File: src/sv/bslpd_pkg.sv
// Shared types, register indexes and reset values for the button press detector.
package bslpd_pkg;

  localparam int unsigned COUNT_WIDTH_DEF = 16;
  localparam int unsigned REG_WIDTH       = 16;
  localparam int unsigned REG_IDX_WIDTH   = 2;

  typedef enum logic [REG_IDX_WIDTH-1:0] {
    REG_ACTIVE_LEVEL   = 2'd0,
    REG_DEBOUNCE_TICKS = 2'd1,
    REG_HOLD_TICKS     = 2'd2,
    REG_UNUSED         = 2'd3
  } reg_idx_e;

  localparam logic                 ACTIVE_LEVEL_RST   = 1'b0;
  localparam logic [REG_WIDTH-1:0] DEBOUNCE_TICKS_RST = 16'd50;
  localparam logic [REG_WIDTH-1:0] HOLD_TICKS_RST     = 16'd5000;

  typedef enum logic [1:0] {
    PH_IDLE     = 2'd0,
    PH_DEBOUNCE = 2'd1,
    PH_HELD     = 2'd2,
    PH_WAIT     = 2'd3
  } phase_e;

  typedef struct packed {
    logic                 active_level;
    logic [REG_WIDTH-1:0] debounce_ticks;
    logic [REG_WIDTH-1:0] hold_ticks;
  } cfg_t;

  typedef struct packed {
    logic short_press;
    logic long_press;
    logic held_now;
  } res_t;

endpackage

File: src/sv/button_short_long_press_detector.sv
// Button press detector: one pin sample in per item, one result out per item, one item a
// cycle while the result side keeps up; a sample passes an input register, the phase logic
// and a result register, and its result is offered from the result register, so
// back-to-back samples stream at full rate. Each sample yields short_press, long_press
// and held_now. Registers (active level, debounce and hold lengths in sample ticks) are
// written through the plain write port and should only change while no item is in flight.
module button_short_long_press_detector #(
  parameter int unsigned COUNT_WIDTH = bslpd_pkg::COUNT_WIDTH_DEF
) (
  input  logic                                clk_i,
  input  logic                                rst_ni,
  input  logic                                cfg_we_i,
  input  logic [bslpd_pkg::REG_IDX_WIDTH-1:0] cfg_index_i,
  input  logic [bslpd_pkg::REG_WIDTH-1:0]     cfg_wdata_i,
  input  logic                                in_valid_i,
  output logic                                in_ready_o,
  input  logic                                pin_level_i,
  output logic                                out_valid_o,
  input  logic                                out_ready_i,
  output logic                                short_press_o,
  output logic                                long_press_o,
  output logic                                held_now_o
);

  bslpd_pkg::cfg_t   cfg;
  bslpd_pkg::phase_e phase_q, phase_d;
  logic [COUNT_WIDTH-1:0] count_q, count_d;
  bslpd_pkg::res_t   res_d, res_q;
  logic s1_valid_q, pin_q, out_valid_q;
  logic out_free, s1_go, in_take;

  bslpd_cfg u_cfg (
    .clk_i       (clk_i),
    .rst_ni      (rst_ni),
    .cfg_we_i    (cfg_we_i),
    .cfg_index_i (cfg_index_i),
    .cfg_wdata_i (cfg_wdata_i),
    .cfg_o       (cfg)
  );

  bslpd_step #(
    .COUNT_WIDTH (COUNT_WIDTH)
  ) u_step (
    .phase_i   (phase_q),
    .count_i   (count_q),
    .pressed_i (pin_q == cfg.active_level),
    .cfg_i     (cfg),
    .phase_o   (phase_d),
    .count_o   (count_d),
    .res_o     (res_d)
  );

  assign out_free   = !out_valid_q || out_ready_i;
  assign s1_go      = s1_valid_q && out_free;
  assign in_ready_o = !s1_valid_q || out_free;
  assign in_take    = in_valid_i && in_ready_o;

  always_ff @(posedge clk_i or negedge rst_ni) begin
    if (!rst_ni) begin
      s1_valid_q  <= 1'b0;
      out_valid_q <= 1'b0;
      phase_q     <= bslpd_pkg::PH_IDLE;
      count_q     <= '0;
    end else begin
      if (in_take) begin
        s1_valid_q <= 1'b1;
      end else if (s1_go) begin
        s1_valid_q <= 1'b0;
      end
      if (s1_go) begin
        out_valid_q <= 1'b1;
        phase_q     <= phase_d;
        count_q     <= count_d;
      end else if (out_ready_i) begin
        out_valid_q <= 1'b0;
      end
    end
  end

  // payload registers
  always_ff @(posedge clk_i) begin
    if (in_take) begin
      pin_q <= pin_level_i;
    end
    if (s1_go) begin
      res_q <= res_d;
    end
  end

  assign out_valid_o   = out_valid_q;
  assign short_press_o = res_q.short_press;
  assign long_press_o  = res_q.long_press;
  assign held_now_o    = res_q.held_now;

`ifndef SYNTHESIS
  a_one_kind: assert property (@(posedge clk_i) disable iff (!rst_ni)
    out_valid_o |-> !(short_press_o && long_press_o))
    else $error("short and long press in the same item");

  a_long_not_held: assert property (@(posedge clk_i) disable iff (!rst_ni)
    (out_valid_o && long_press_o) |-> !held_now_o)
    else $error("long press reported while still held");

  a_held_tracks_phase: assert property (@(posedge clk_i) disable iff (!rst_ni)
    s1_go |=> (held_now_o == (phase_q == bslpd_pkg::PH_HELD)))
    else $error("held flag disagrees with phase");

  a_idle_count_zero: assert property (@(posedge clk_i) disable iff (!rst_ni)
    (phase_q == bslpd_pkg::PH_IDLE) |-> (count_q == '0))
    else $error("tick count not cleared in idle");
`endif

endmodule

File: src/sv/bslpd_cfg.sv
// Configuration registers of the button press detector.
module bslpd_cfg (
  input  logic                                 clk_i,
  input  logic                                 rst_ni,
  input  logic                                 cfg_we_i,
  input  logic [bslpd_pkg::REG_IDX_WIDTH-1:0]  cfg_index_i,
  input  logic [bslpd_pkg::REG_WIDTH-1:0]      cfg_wdata_i,
  output bslpd_pkg::cfg_t                      cfg_o
);

  bslpd_pkg::cfg_t cfg_q, cfg_d;

  always_comb begin
    cfg_d = cfg_q;
    if (cfg_we_i) begin
      case (bslpd_pkg::reg_idx_e'(cfg_index_i))
        bslpd_pkg::REG_ACTIVE_LEVEL:   cfg_d.active_level   = cfg_wdata_i[0];
        bslpd_pkg::REG_DEBOUNCE_TICKS: cfg_d.debounce_ticks = cfg_wdata_i;
        bslpd_pkg::REG_HOLD_TICKS:     cfg_d.hold_ticks     = cfg_wdata_i;
        default:                       cfg_d = cfg_q;
      endcase
    end
  end

  always_ff @(posedge clk_i or negedge rst_ni) begin
    if (!rst_ni) begin
      cfg_q.active_level   <= bslpd_pkg::ACTIVE_LEVEL_RST;
      cfg_q.debounce_ticks <= bslpd_pkg::DEBOUNCE_TICKS_RST;
      cfg_q.hold_ticks     <= bslpd_pkg::HOLD_TICKS_RST;
    end else begin
      cfg_q <= cfg_d;
    end
  end

  assign cfg_o = cfg_q;

endmodule

File: src/sv/bslpd_step.sv
// Next phase, next count and result flags for one pin sample.
module bslpd_step #(
  parameter int unsigned COUNT_WIDTH = bslpd_pkg::COUNT_WIDTH_DEF
) (
  input  bslpd_pkg::phase_e        phase_i,
  input  logic [COUNT_WIDTH-1:0]   count_i,
  input  logic                     pressed_i,
  input  bslpd_pkg::cfg_t          cfg_i,
  output bslpd_pkg::phase_e        phase_o,
  output logic [COUNT_WIDTH-1:0]   count_o,
  output bslpd_pkg::res_t          res_o
);

  localparam int unsigned CmpW = (COUNT_WIDTH > bslpd_pkg::REG_WIDTH) ?
                                 COUNT_WIDTH : bslpd_pkg::REG_WIDTH;

  logic                   count_max;
  logic [COUNT_WIDTH-1:0] count_inc;
  logic [CmpW-1:0]        count_w, inc_w, deb_w, hold_w;
  logic                   deb_done;

  assign count_max = (count_i == {COUNT_WIDTH{1'b1}});
  assign count_inc = count_max ? count_i : count_i + 1'b1;
  assign count_w   = CmpW'(count_i);
  assign inc_w     = CmpW'(count_inc);
  assign deb_w     = CmpW'(cfg_i.debounce_ticks);
  assign hold_w    = CmpW'(cfg_i.hold_ticks);
  // a saturated counter also ends the wait when the debounce length cannot be reached
  assign deb_done  = (count_w >= deb_w) || count_max;

  always_comb begin
    phase_o           = phase_i;
    count_o           = count_i;
    res_o.short_press = 1'b0;
    res_o.long_press  = 1'b0;
    case (phase_i)
      bslpd_pkg::PH_IDLE: begin
        if (pressed_i) begin
          phase_o = bslpd_pkg::PH_DEBOUNCE;
          count_o = '0;
        end
      end
      bslpd_pkg::PH_DEBOUNCE: begin
        if (!deb_done) begin
          count_o = count_inc;
        end else begin
          phase_o = pressed_i ? bslpd_pkg::PH_HELD : bslpd_pkg::PH_IDLE;
          count_o = '0;
        end
      end
      bslpd_pkg::PH_HELD: begin
        if (pressed_i) begin
          count_o = count_inc;
          if (inc_w >= hold_w) begin
            res_o.long_press = 1'b1;
            phase_o          = bslpd_pkg::PH_WAIT;
            count_o          = '0;
          end
        end else begin
          res_o.short_press = (inc_w >= deb_w) && (inc_w < hold_w);
          phase_o           = bslpd_pkg::PH_IDLE;
          count_o           = '0;
        end
      end
      default: begin
        if (!pressed_i) begin
          phase_o = bslpd_pkg::PH_IDLE;
          count_o = '0;
        end
      end
    endcase
    res_o.held_now = (phase_o == bslpd_pkg::PH_HELD);
  end

endmodule
File: config.mk
export PLATFORM = sky130hd
export DESIGN_NAME = button_short_long_press_detector
export DESIGN_NICKNAME = d
export VERILOG_FILES = /design/src/sv/bslpd_pkg.sv /design/src/sv/button_short_long_press_detector.sv /design/src/sv/bslpd_cfg.sv /design/src/sv/bslpd_step.sv
export SDC_FILE = /design/constraint.sdc
export NUM_CORES = 1
export LEC_CHECK = 0
export ABC_AREA = 0
export BUFFER_PORTS_ARGS = -buffer_cell sky130_fd_sc_hd__clkbuf_2
export CAP_MARGIN = 20
export CELL_PAD_IN_SITES_DETAIL_PLACEMENT = 1
export CELL_PAD_IN_SITES_GLOBAL_PLACEMENT = 1
export CORE_AREA = 2 2 98 100
export CTS_BUF_LIST = sky130_fd_sc_hd__clkbuf_16
export CTS_CLUSTER_SIZE = 16
export DETAILED_ROUTE_END_ITERATION = 8
export DIE_AREA = 0 0 100 102
export PLACE_DENSITY = 0.84
export SYNTH_ARGS = -nofsm -noshare
export SYNTH_HDL_FRONTEND = slang
export SYNTH_HIERARCHICAL = 1
export SYNTH_SLANG_ARGS = --single-unit
File: constraint.sdc
create_clock -name clk_i -period 4.25 [get_ports clk_i]
set_clock_uncertainty 0.2 [all_clocks]
set_input_delay 1.275 -clock clk_i [delete_from_list [all_inputs] [get_ports clk_i]]
set_output_delay 1.275 -clock clk_i [all_outputs]
set_load 0.05 [all_outputs]
==> results of run 1 <==
power by group through the flow:
stage | Clock, mW | Combinational, mW | Sequential [mW]
after floorplan | 0 | 0.524 | 0.726
after global placement | 0 | 0.673 | 0.731
after detailed placement | 0 | 0.724 | 0.739
after CTS | 0.830 | 0.756 | 0.733
after global routing | 0.857 | 0.843 | 0.755
final | 0.826 | 0.773 | 0.738
registers in the layout, summed over array words and instances, names as in the netlist:
signal and cells:
count_q 16, held_now_o 1, long_press_o 1, out_valid_o 1
phase_q 2, pin_q 1, s1_valid_q 1, short_press_o 1
u_cfg/cfg_o 33
final timing paths:
kind / slack [ps] / endpoint
min in group asynchronous: 690 / u_cfg/cfg_o[32]$_DFFE_PN0P_
worst min register to register: 310 / u_cfg/cfg_o[15]$_DFFE_PN0P_
worst max-delay path: 120 / count_q[8]$_DFFE_PN0P_
worst min-delay path: 310 / u_cfg/cfg_o[15]$_DFFE_PN0P_
worst max register to register: 120 / count_q[8]$_DFFE_PN0P_
max in group asynchronous: 2270 / count_q[3]$_DFFE_PN0P_
logic make-up after synthesis:
kind of cell,after synthesis,share of synthesized area
adders and majority gates,49,0.1486
buffers and inverters,40,0.04792
muxes,51,0.1656
DFF,57,0.3530
and+or+nand+nor,99,0.1520
AOI/OAI and AO/OA,63,0.1095
xor gates and xnor gates,11,0.02335
cell type report:
class,instances,share of cell area
Clock buffer,9,0.04683
Tap cell,111,0.02888
Multi-Input combinational cell,273,0.5281
Sequential cell,57,0.3046
Timing Repair Buffer,36,0.04162
Inverter,35,0.02732
Clock inverter,7,0.02263
worst max-delay path: cells and delay by family (launching register included):
family                   cells  cell delay (ps)
AO/OA/AOI/OAI                2              680
AND/OR/NAND/NOR              7             1790
multiplexers                 1              290
flip-flops                   1              490
XOR/XNOR                     1              210
adder cells (fa/ha/maj)      1              350
Yosys cell counts (2+ instances only):
master,count
dfstp_2,8
nand4_1,8
dfrtp_1,45
a22o_1,13
nor3_1,4
o21a_1,3
mux2_2,22
nand4_2,2
nand2b_1,4
mux2_4,29
or3_1,4
or2b_1,2
and3_1,4
o22ai_1,2
edfxtp_1,4
nor3b_1,2
xor2_1,7
nand3b_1,3
nand2_1,20
a211oi_1,5
inv_1,35
nand3b_4,2
a21o_1,3
nor4_1,3
nor2_1,11
o21ai_1,3
nand3_1,7
buf_6,3
or2_1,4
xnor2_1,4
ha_1,49
and2_1,3
nand2b_4,2
o211ai_1,5
o21ai_0,6
a21oi_1,13
nor2b_1,4
o21bai_1,2
layer usage:
layer	share of wire	GRT usage	up-vias
li1	-	-	1443
met4	0.021	0.09273	0
met1	0.42	0.2794	1618
met5	0	0	-
met3	0.031	0.03215	20
met2	0.53	0.4101	81
cell usage in the layout, fill, tap and decap left out, types with 4 or more instances in the layout:
cell type / instances
or2_1: 4
nand2b_1: 4
nand2_1: 20
nand3_1: 7
dfrtp_2: 7
dfstp_2: 8
nand4_1: 8
inv_1: 35
buf_4: 8
clkbuf_2: 28
a21oi_1: 13
o21ai_1: 4
and3_1: 4
xnor2_1: 4
dfrtp_1: 38
edfxtp_1: 4
mux2_2: 22
a211oi_1: 5
xor2_1: 7
o211ai_1: 5
nor2_1: 11
a22o_1: 13
or3_1: 4
clkbuf_16: 9
mux2_4: 29
o21ai_0: 5
ha_1: 48
nor2b_1: 4
repair_timing:
item / 4_1_cts / 5_1_grt
setup endpoints to repair: 0 / 13
resized for setup: 0 / 18
setup buffers: 0 / 2
==> flow_summary.yaml, run 1 <==
die:
  core_um2: 9109
  die_x_um: 100
  start_util: 0.4529
  io_pins: 29
  dieHeight_um: 102
  dieArea_um2: 10200
  rows: 35
route:
  drcViolationCount: 0
  drtPass1Iterations: 4
  wl_per_cell_um: 21.59
  via_per_inst: 5.989
  postRouteAntennaNets: 0
  wl_um: 11400
  drt_iter0_drc: 112
  via_count: 3162
setup_path:
  crit_chain: "nand4_1 > or3_1 > nand4_1 > nor2_1 > xor2_1 > ha_1 > nand4_1 > a2111o_1 > and3_2 > or2_4 > a22o_1 > mux2_2"
  end_kind: "register"
  required_ps: 4260
  path_max_fanout: 13
  r2r_cells: 12
  cpPeakStageDelay_ps: 490
  worstSetupStartpoint: "count_q[12]$_DFFE_PN0P_"
  crit_slowest_cell: "dfrtp_1"
  worstPathArrival_ps: 4140
  crit_top_cell: "nand4_1"
  critical_path_class: "register to register"
  cp-start-kind: "register"
  worstReg2RegStart: "count_q[12]$_DFFE_PN0P_"
finish:
  finalNonFillerCells: 528
  fillers: 986
  area_growth_pct: 16.59
  final_area_um2: 4810
  nNetsFinal: 485
  diodes: 0
  final_core_util: 0.5280
  layout-drive-gt1-share: 0.3309
  final-seq-area_um2: 1465
  multiInputGateArea_um2: 2540
cts:
  insertion_delay_ps: 330
  cts_made_buffers: 9
  h-tree-depth: 3
  clockBufferDepth: 2
  cts_tree: "done"
  cts.clk_slew.worst_paths_ps: 50
  cts.sinks: 57
  cts_hold_buf: 0
  cts_root_buf: "clkbuf_16"
power:
  p_total_mw: 2.337
  combPwrFrac: 0.331
  p_int_mw: 1.572
  p_sw_mw: 0.7644
  vdd_drop_max_uv: 195.0
  p_per_area_nw_per_um2: 485.8
  swShare: 0.3271
  clock_power_share: 0.353
  leakage_nw: 2.505
  p_seq_frac: 0.316
flow_run:
  maxCapViolCount: 0
global_route:
  grt_usage: 0.2291
  grt_max_degree: 37
  grt_pass1_wl_um: 17890
  grt_pass1_vias: 3412
  grt-ovfl-total: 0
  grt_antenna_before_repair: 0
timing:
  fin_ws_ps: 117.3
  hold_ws_ps: 310.4
  finalHoldViolCount: 0
  slew_headroom: 0.4521
  fin_crit_ps: 4133
  setup-tns-final_ps: 0
  finalMaxSlewViolations: 0
  finalSetupViolations: 0
  fmax_mhz: 242.0
  period_share: 0.9724
  tightest_slew_ps: 815.9
placement:
  place_area_um2: 4383
  port_buffers: 28
  post-place-ws_ps: 138.9
  placedCellCount: 510
  gp_congestion: 0.8438
  hpwl_um: 7934
logic_synthesis:
  ys_seq_elements: 57
  syn_inst: 370
  ys.warnings.count: 6
  yosysTopAreaCellShare: 0.2730
  synthArstFlopShare: 0.9298
  synth_cell_type_count: 58
  synth.net_count: 443
  syn_area_per_cell_um2: 11.15
  ys_seq_area_frac: 0.3530
  synthTopCellsByArea: "dfrtp_1 (27%), ha_1 (15%), mux2_4 (11%)"
  synth_edf_count: 4
  synth_ff_type: "dfrtp_1"
  synth_top_area_cell: "dfrtp_1"
  synth_area_um2: 4125
hold_path:
  hp-class: "register to register"
  hold_start: "u_cfg/cfg_o[15]$_DFFE_PN0P_"
  hold_depth: 1
run_status:
  status: "completed"
(Power assumes the default switching activity.)
==> inputs of run 2 (changes only) <==
- CORE_AREA: 2 2 98 100 -> 2 2 95 97
- DIE_AREA: 0 0 100 102 -> 0 0 97 99
- PLACE_DENSITY: 0.84 -> 0.88
- SLEW_MARGIN: default -> 20
==> run 2 against run 1 <==
  * The flow now finishes with violations (setup timing)
  * Setup slack lost 190 ps
  * Largest power group is now combinational cells
  * Via count grew 4.7%
  * Count of clock-buffer cells in the layout is the same
  * Die area shrank 5.9%
  * Flip-flop and latch count is the same
  * Critical path type unchanged
  * Maximum frequency shrank 4.4%
  * Register-to-register slack lost 190 ps
  * Critical path depth is the same
  * Global-route usage grew 2.8 points
==> flow_summary.yaml, run 2 (synthesis gave the netlist of run 1 again) <==
setup_path:
  end_kind: "register"
  worstPathArrival_ps: 4340
  crit_top_cell: "nand4_1"
  crit_chain: "nand4_4 > or3_1 > nand4_1 > nor2_1 > or2_1 > ha_1 > nand4_1 > a2111o_1 > and3_2 > or2_4 > a22o_1 > mux2_4"
  worstReg2RegStart: "count_q[10]$_DFFE_PN0P_"
  reg2reg_to: "count_q[14]$_DFFE_PN0P_"
  cp_num_buf_inv: 0
  required_ps: 4260
  critical_path_class: "register to register"
  path_delay_family: "simple AND/OR/NAND/NOR gates"
  path_max_fanout: 7
  crit_slowest_cell: "dfrtp_1"
  r2r_cells: 12
  cp-start-kind: "register"
  cpPeakStageDelay_ps: 530
  r2r_slack_ps: -70
hold_path:
  min_to: "u_cfg/cfg_o[15]$_DFFE_PN0P_"
  hp-class: "register to register"
  hold_start: "u_cfg/cfg_o[15]$_DFFE_PN0P_"
  hold_depth: 1
finish:
  final_core_util: 0.5651
  largest_reg_flops: 33
  diodes: 0
  layout-drive-gt1-share: 0.3499
  final_common_cell: "ha_1"
  area_growth_pct: 17.14
  mostFrequentLayoutCells: "ha_1 (47), dfrtp_1 (39), inv_1 (35)"
  nNetsFinal: 491
route:
  drt-met1-wl_um: 4833
  postRouteAntennaNets: 0
  drtPass1Iterations: 5
  top_layer_used: "met4"
  via_count: 3312
  wl_per_cell_um: 24.18
  wl_um: 12840
  drt_iter0_drc: 222
  via_per_inst: 6.237
  routed-wl-met2_um: 6350
  drcViolationCount: 0
  route.met3.wl_um: 811
power:
  vdd_drop_max_uv: 198.6
  p_per_area_nw_per_um2: 473.3
  leakage_nw: 2.522
placement:
  post-place-ws_ps: 59.64
  gp_congestion: 0.8502
  port_buffers: 28
  hpwl_um: 7767
timing:
  slew_headroom: 0.3218
  tightest_slew_ps: 1017
  period_share: 1.017
  fin_crit_ps: 4323
  fin_ws_ps: -72.97
  finalHoldViolCount: 0
  finalSetupViolations: 11
  finalMaxSlewViolations: 0
  hold_ws_ps: 307.7
  fmax_mhz: 231.3
die:
  dieArea_um2: 9603
  die_x_um: 97
  core_um2: 8551
  start_util: 0.4824
  dieHeight_um: 99
  io_pins: 29
  rows: 34
flow_run:
  maxCapViolCount: 0
run_status:
  status: "finished with violations"
  violations: "setup timing"
global_route:
  grt_usage: 0.2571
  grt_pass1_vias: 3624
  grt_pass1_wl_um: 19220
  grt_antenna_before_repair: 0
  grt_max_degree: 44
  grt-ovfl-total: 0
cts:
  clockBufferDepth: 2
  cts_tree: "done"
  cts_root_buf: "clkbuf_16"
  insertion_delay_ps: 330
  cts_hold_buf: 0
  cts_made_buffers: 9
  h-tree-depth: 3
  cts.sinks: 57
  cts.clk_slew.worst_paths_ps: 60
[run 2: area by class of cell]
type	count	area, µm²
Timing Repair Buffer	41	237.7
Fill cell	910	3719
Clock buffer	9	225.2
Sequential cell	57	1464
Tap cell	108	135.1
Multi-Input combinational cell	274	2567
Inverter	35	131.4
Clock inverter	7	71.32
[run 2: per-layer routing]
| metal | vias up | track usage |
|---|---|---|
| li1 | 1447 | - |
| met1 | 1637 | 0.3061 |
| met2 | 160 | 0.4391 |
| met3 | 68 | 0.04255 |
| met4 | 0 | 0.1517 |
| met5 | - | 0 |
[run 2: per-stage QoR]
stage	std cells	cell area, µm²	total power, mW	setup TNS [ps]
after floorplan	370	4125	1.250	0
after global placement	508	4387	1.403	0
after detailed placement	508	4387	1.465	0
after CTS	524	4695	2.247	0
after global routing	531	4832	2.391	-1283
final	531	4832	2.287	-502.3
[run 2: worst max path at each step]
stage | startpoint | to | slack [ps] | cells past startpoint
2_1_floorplan | count_q[1]$_DFFE_PN0P_ | count_q[5]$_DFFE_PN0P_ | 320 | 14
3_3_place_gp | count_q[3]$_DFFE_PN0P_ | count_q[14]$_DFFE_PN0P_ | 260 | 13
3_5_place_dp | count_q[1]$_DFFE_PN0P_ | count_q[14]$_DFFE_PN0P_ | 60 | 14
4_1_cts | count_q[3]$_DFFE_PN0P_ | count_q[14]$_DFFE_PN0P_ | 9 | 13
5_1_grt | count_q[10]$_DFFE_PN0P_ | count_q[14]$_DFFE_PN0P_ | -120 | 12
6_report | count_q[10]$_DFFE_PN0P_ | count_q[14]$_DFFE_PN0P_ | -70 | 12
[run 2: report_power, final]
| group | switching (mW) | internal (mW) | leakage, nW |
|---|---|---|---|
| sequential | 0.0796 | 0.651 | 0.672 |
| combinational | 0.456 | 0.370 | 1.71 |
| clock | 0.279 | 0.452 | 0.137 |
[run 2: worst reg2reg max path: cells and delay by family, from the launching register on]
kind,cells,cell delay [ps]
and+or+nand+nor,8,2210
AOI/OAI and AO/OA,2,670
DFF,1,530
adders and majority gates,1,320
muxes,1,270
[run 2: what timing repair did]
action / 4_1_cts / 5_1_grt
gates cloned: 0 / 1
buffers inserted: 0 / 6
gates resized for setup: 2 / 17
pin swaps: 1 / 8
endpoints found under the setup margin: 13 / 17
==> inputs of run 3 (changes only) <==
- SKIP_CTS_REPAIR_TIMING: default -> 1
==> run 3 against run 2 <==
  * The run still ends with setup timing left
  * Global-route usage down 0.26 points
  * Die area unchanged
  * Maximum frequency down 3.0%
  * Critical path type unchanged
  * Design area is 1.4% lower
  * Count of clock-buffer cells in the layout did not move
  * Largest cell class unchanged
  * Non-clock buffer count shrank 4
  * Setup slack got worse by 130 ps
  * Critical endpoint is now count_q[10]$_DFFE_PN0P_
  * Clock power rose by 0.5%
  * Sequential power about the same
  * Sequential share of layout area up 0.42 points
==> flow_summary.yaml, run 3 (synthesis gave the netlist of run 1 again) <==
hold_path:
  hold_depth: 1
  hp-class: "register to register"
route:
  via_count: 3274
  postRouteAntennaNets: 0
  drcViolationCount: 0
  wl_um: 12310
  wl_per_cell_um: 23.41
  drtPass1Iterations: 5
  drt_iter0_drc: 214
  via_per_inst: 6.224
power:
  p_per_area_nw_per_um2: 475.1
  vdd_drop_max_uv: 200.4
  swShare: 0.3546
  combPwrFrac: 0.353
  p_sw_mw: 0.8029
  p_int_mw: 1.461
  p_total_mw: 2.264
  clock_power_share: 0.325
  leakage_nw: 2.476
  p_seq_frac: 0.322
die:
  die_x_um: 97
  dieArea_um2: 9603
  rows: 34
  start_util: 0.4824
  core_um2: 8551
  io_pins: 29
  dieHeight_um: 99
global_route:
  grt_max_degree: 44
  grt_antenna_before_repair: 0
  grt_pass1_vias: 3604
  grt_usage: 0.2546
  grt_pass1_wl_um: 19060
  grt-ovfl-total: 0
finish:
  diodes: 0
  mostFrequentLayoutCells: "ha_1 (49), dfrtp_1 (39), inv_1 (35)"
  area_growth_pct: 15.53
  nNetsFinal: 486
  finalNonFillerCells: 526
  final_common_cell: "ha_1"
  largest_reg_flops: 33
  layout-drive-gt1-share: 0.3397
timing:
  finalMaxSlewViolations: 0
  finalHoldViolCount: 0
  tightest_slew_ps: 996.0
  finalSetupViolations: 13
  fin_crit_ps: 4457
  period_share: 1.049
  fin_ws_ps: -207.5
  fmax_mhz: 224.3
  slew_headroom: 0.3360
  setup-tns-final_ps: -2323
  hold_ws_ps: 306.1
run_status:
  status: "finished with violations"
  violations: "setup timing"
setup_path:
  cp-start-kind: "register"
  r2r_cells: 14
  path_max_fanout: 13
  end_kind: "register"
  crit_slowest_cell: "nor4_2"
  cpPeakStageDelay_ps: 450
  crit_chain: "ha_1 > nand3_2 > nor4_2 > or3_4 > nor3_2 > xor2_1 > ha_1 > nand4_1 > nor4_2 > nor3_1 > and3_2 > or2_4 > a22o_1 > mux2_2"
  critical_path_class: "register to register"
  worstPathArrival_ps: 4470
  required_ps: 4270
cts:
  insertion_delay_ps: 330
  cts_root_buf: "clkbuf_16"
  h-tree-depth: 3
  cts_tree: "done"
  cts.sinks: 57
  cts_made_buffers: 9
  clockBufferDepth: 2
  cts.clk_slew.worst_paths_ps: 60
placement:
  placedCellCount: 508
  hpwl_um: 7767
  gp_congestion: 0.8502
  port_buffers: 28
flow_run:
  maxCapViolCount: 0
-- run 3: cell count changes in the layout (fill, tap and decap cells not counted), moves of 2 or more --
cell / delta
ha_1: +2
nor4_4: -2
buf_4: -4
nor4_2: +2
-- run 3: cell type report --
type                            count  area, µm²
Timing Repair Buffer               37      207.7
Fill cell                         915       3785
Inverter                           35      131.4
Clock inverter                      7      71.32
Clock buffer                        9      225.2
Tap cell                          108      135.1
Sequential cell                    57       1464
Multi-Input combinational cell    273       2531
-- run 3: path summary, 6_finish.rpt --
kind	startpoint	to	slack [ps]
worst max-delay path	count_q[0]$_DFFE_PN0P_	count_q[10]$_DFFE_PN0P_	-210
worst min-delay path	u_cfg/cfg_o[25]$_DFFE_PN0P_	u_cfg/cfg_o[25]$_DFFE_PN0P_	310
worst max register to register	count_q[0]$_DFFE_PN0P_	count_q[10]$_DFFE_PN0P_	-210
worst min register to register	u_cfg/cfg_o[25]$_DFFE_PN0P_	u_cfg/cfg_o[25]$_DFFE_PN0P_	310
max in group asynchronous	rst_ni	count_q[12]$_DFFE_PN0P_	2180
min in group asynchronous	rst_ni	u_cfg/cfg_o[23]$_DFFE_PN0P_	910
-- run 3: through the flow --
step | worst slack (ps) | cell area [µm²] | utilization
2_1_floorplan | 320.0 | 4125 | -
3_3_place_gp | 256.2 | 4387 | 0.5130
3_5_place_dp | 59.64 | 4387 | 0.5130
4_1_cts | -116.4 | 4683 | 0.5477
5_1_grt | -285.9 | 4766 | 0.5574
6_report | -207.5 | 4766 | 0.5574
-- run 3: layer usage --
metal  track usage  routed length [µm]
met1        0.3084                4828
met4        0.1387                 667
met3       0.03830                 672
met2        0.4370                6143
met5             0                   0
-- run 3: critical path: cells and delay by family, from the launching register on --
kind	cells	cell delay, ps
compound gates	1	280
fa+ha+maj	2	510
simple gates	9	2280
flops	1	440
mux	1	270
xor+xnor	1	350
-- run 3: power groups by stage --
stage | clock network (mW) | logic (mW) | registers (mW)
after CTS | 0.741 | 0.779 | 0.726
final | 0.735 | 0.799 | 0.730
after global placement | 0 | 0.679 | 0.724
after detailed placement | 0 | 0.733 | 0.732
after global routing | 0.764 | 0.856 | 0.746
after floorplan | 0 | 0.524 | 0.726
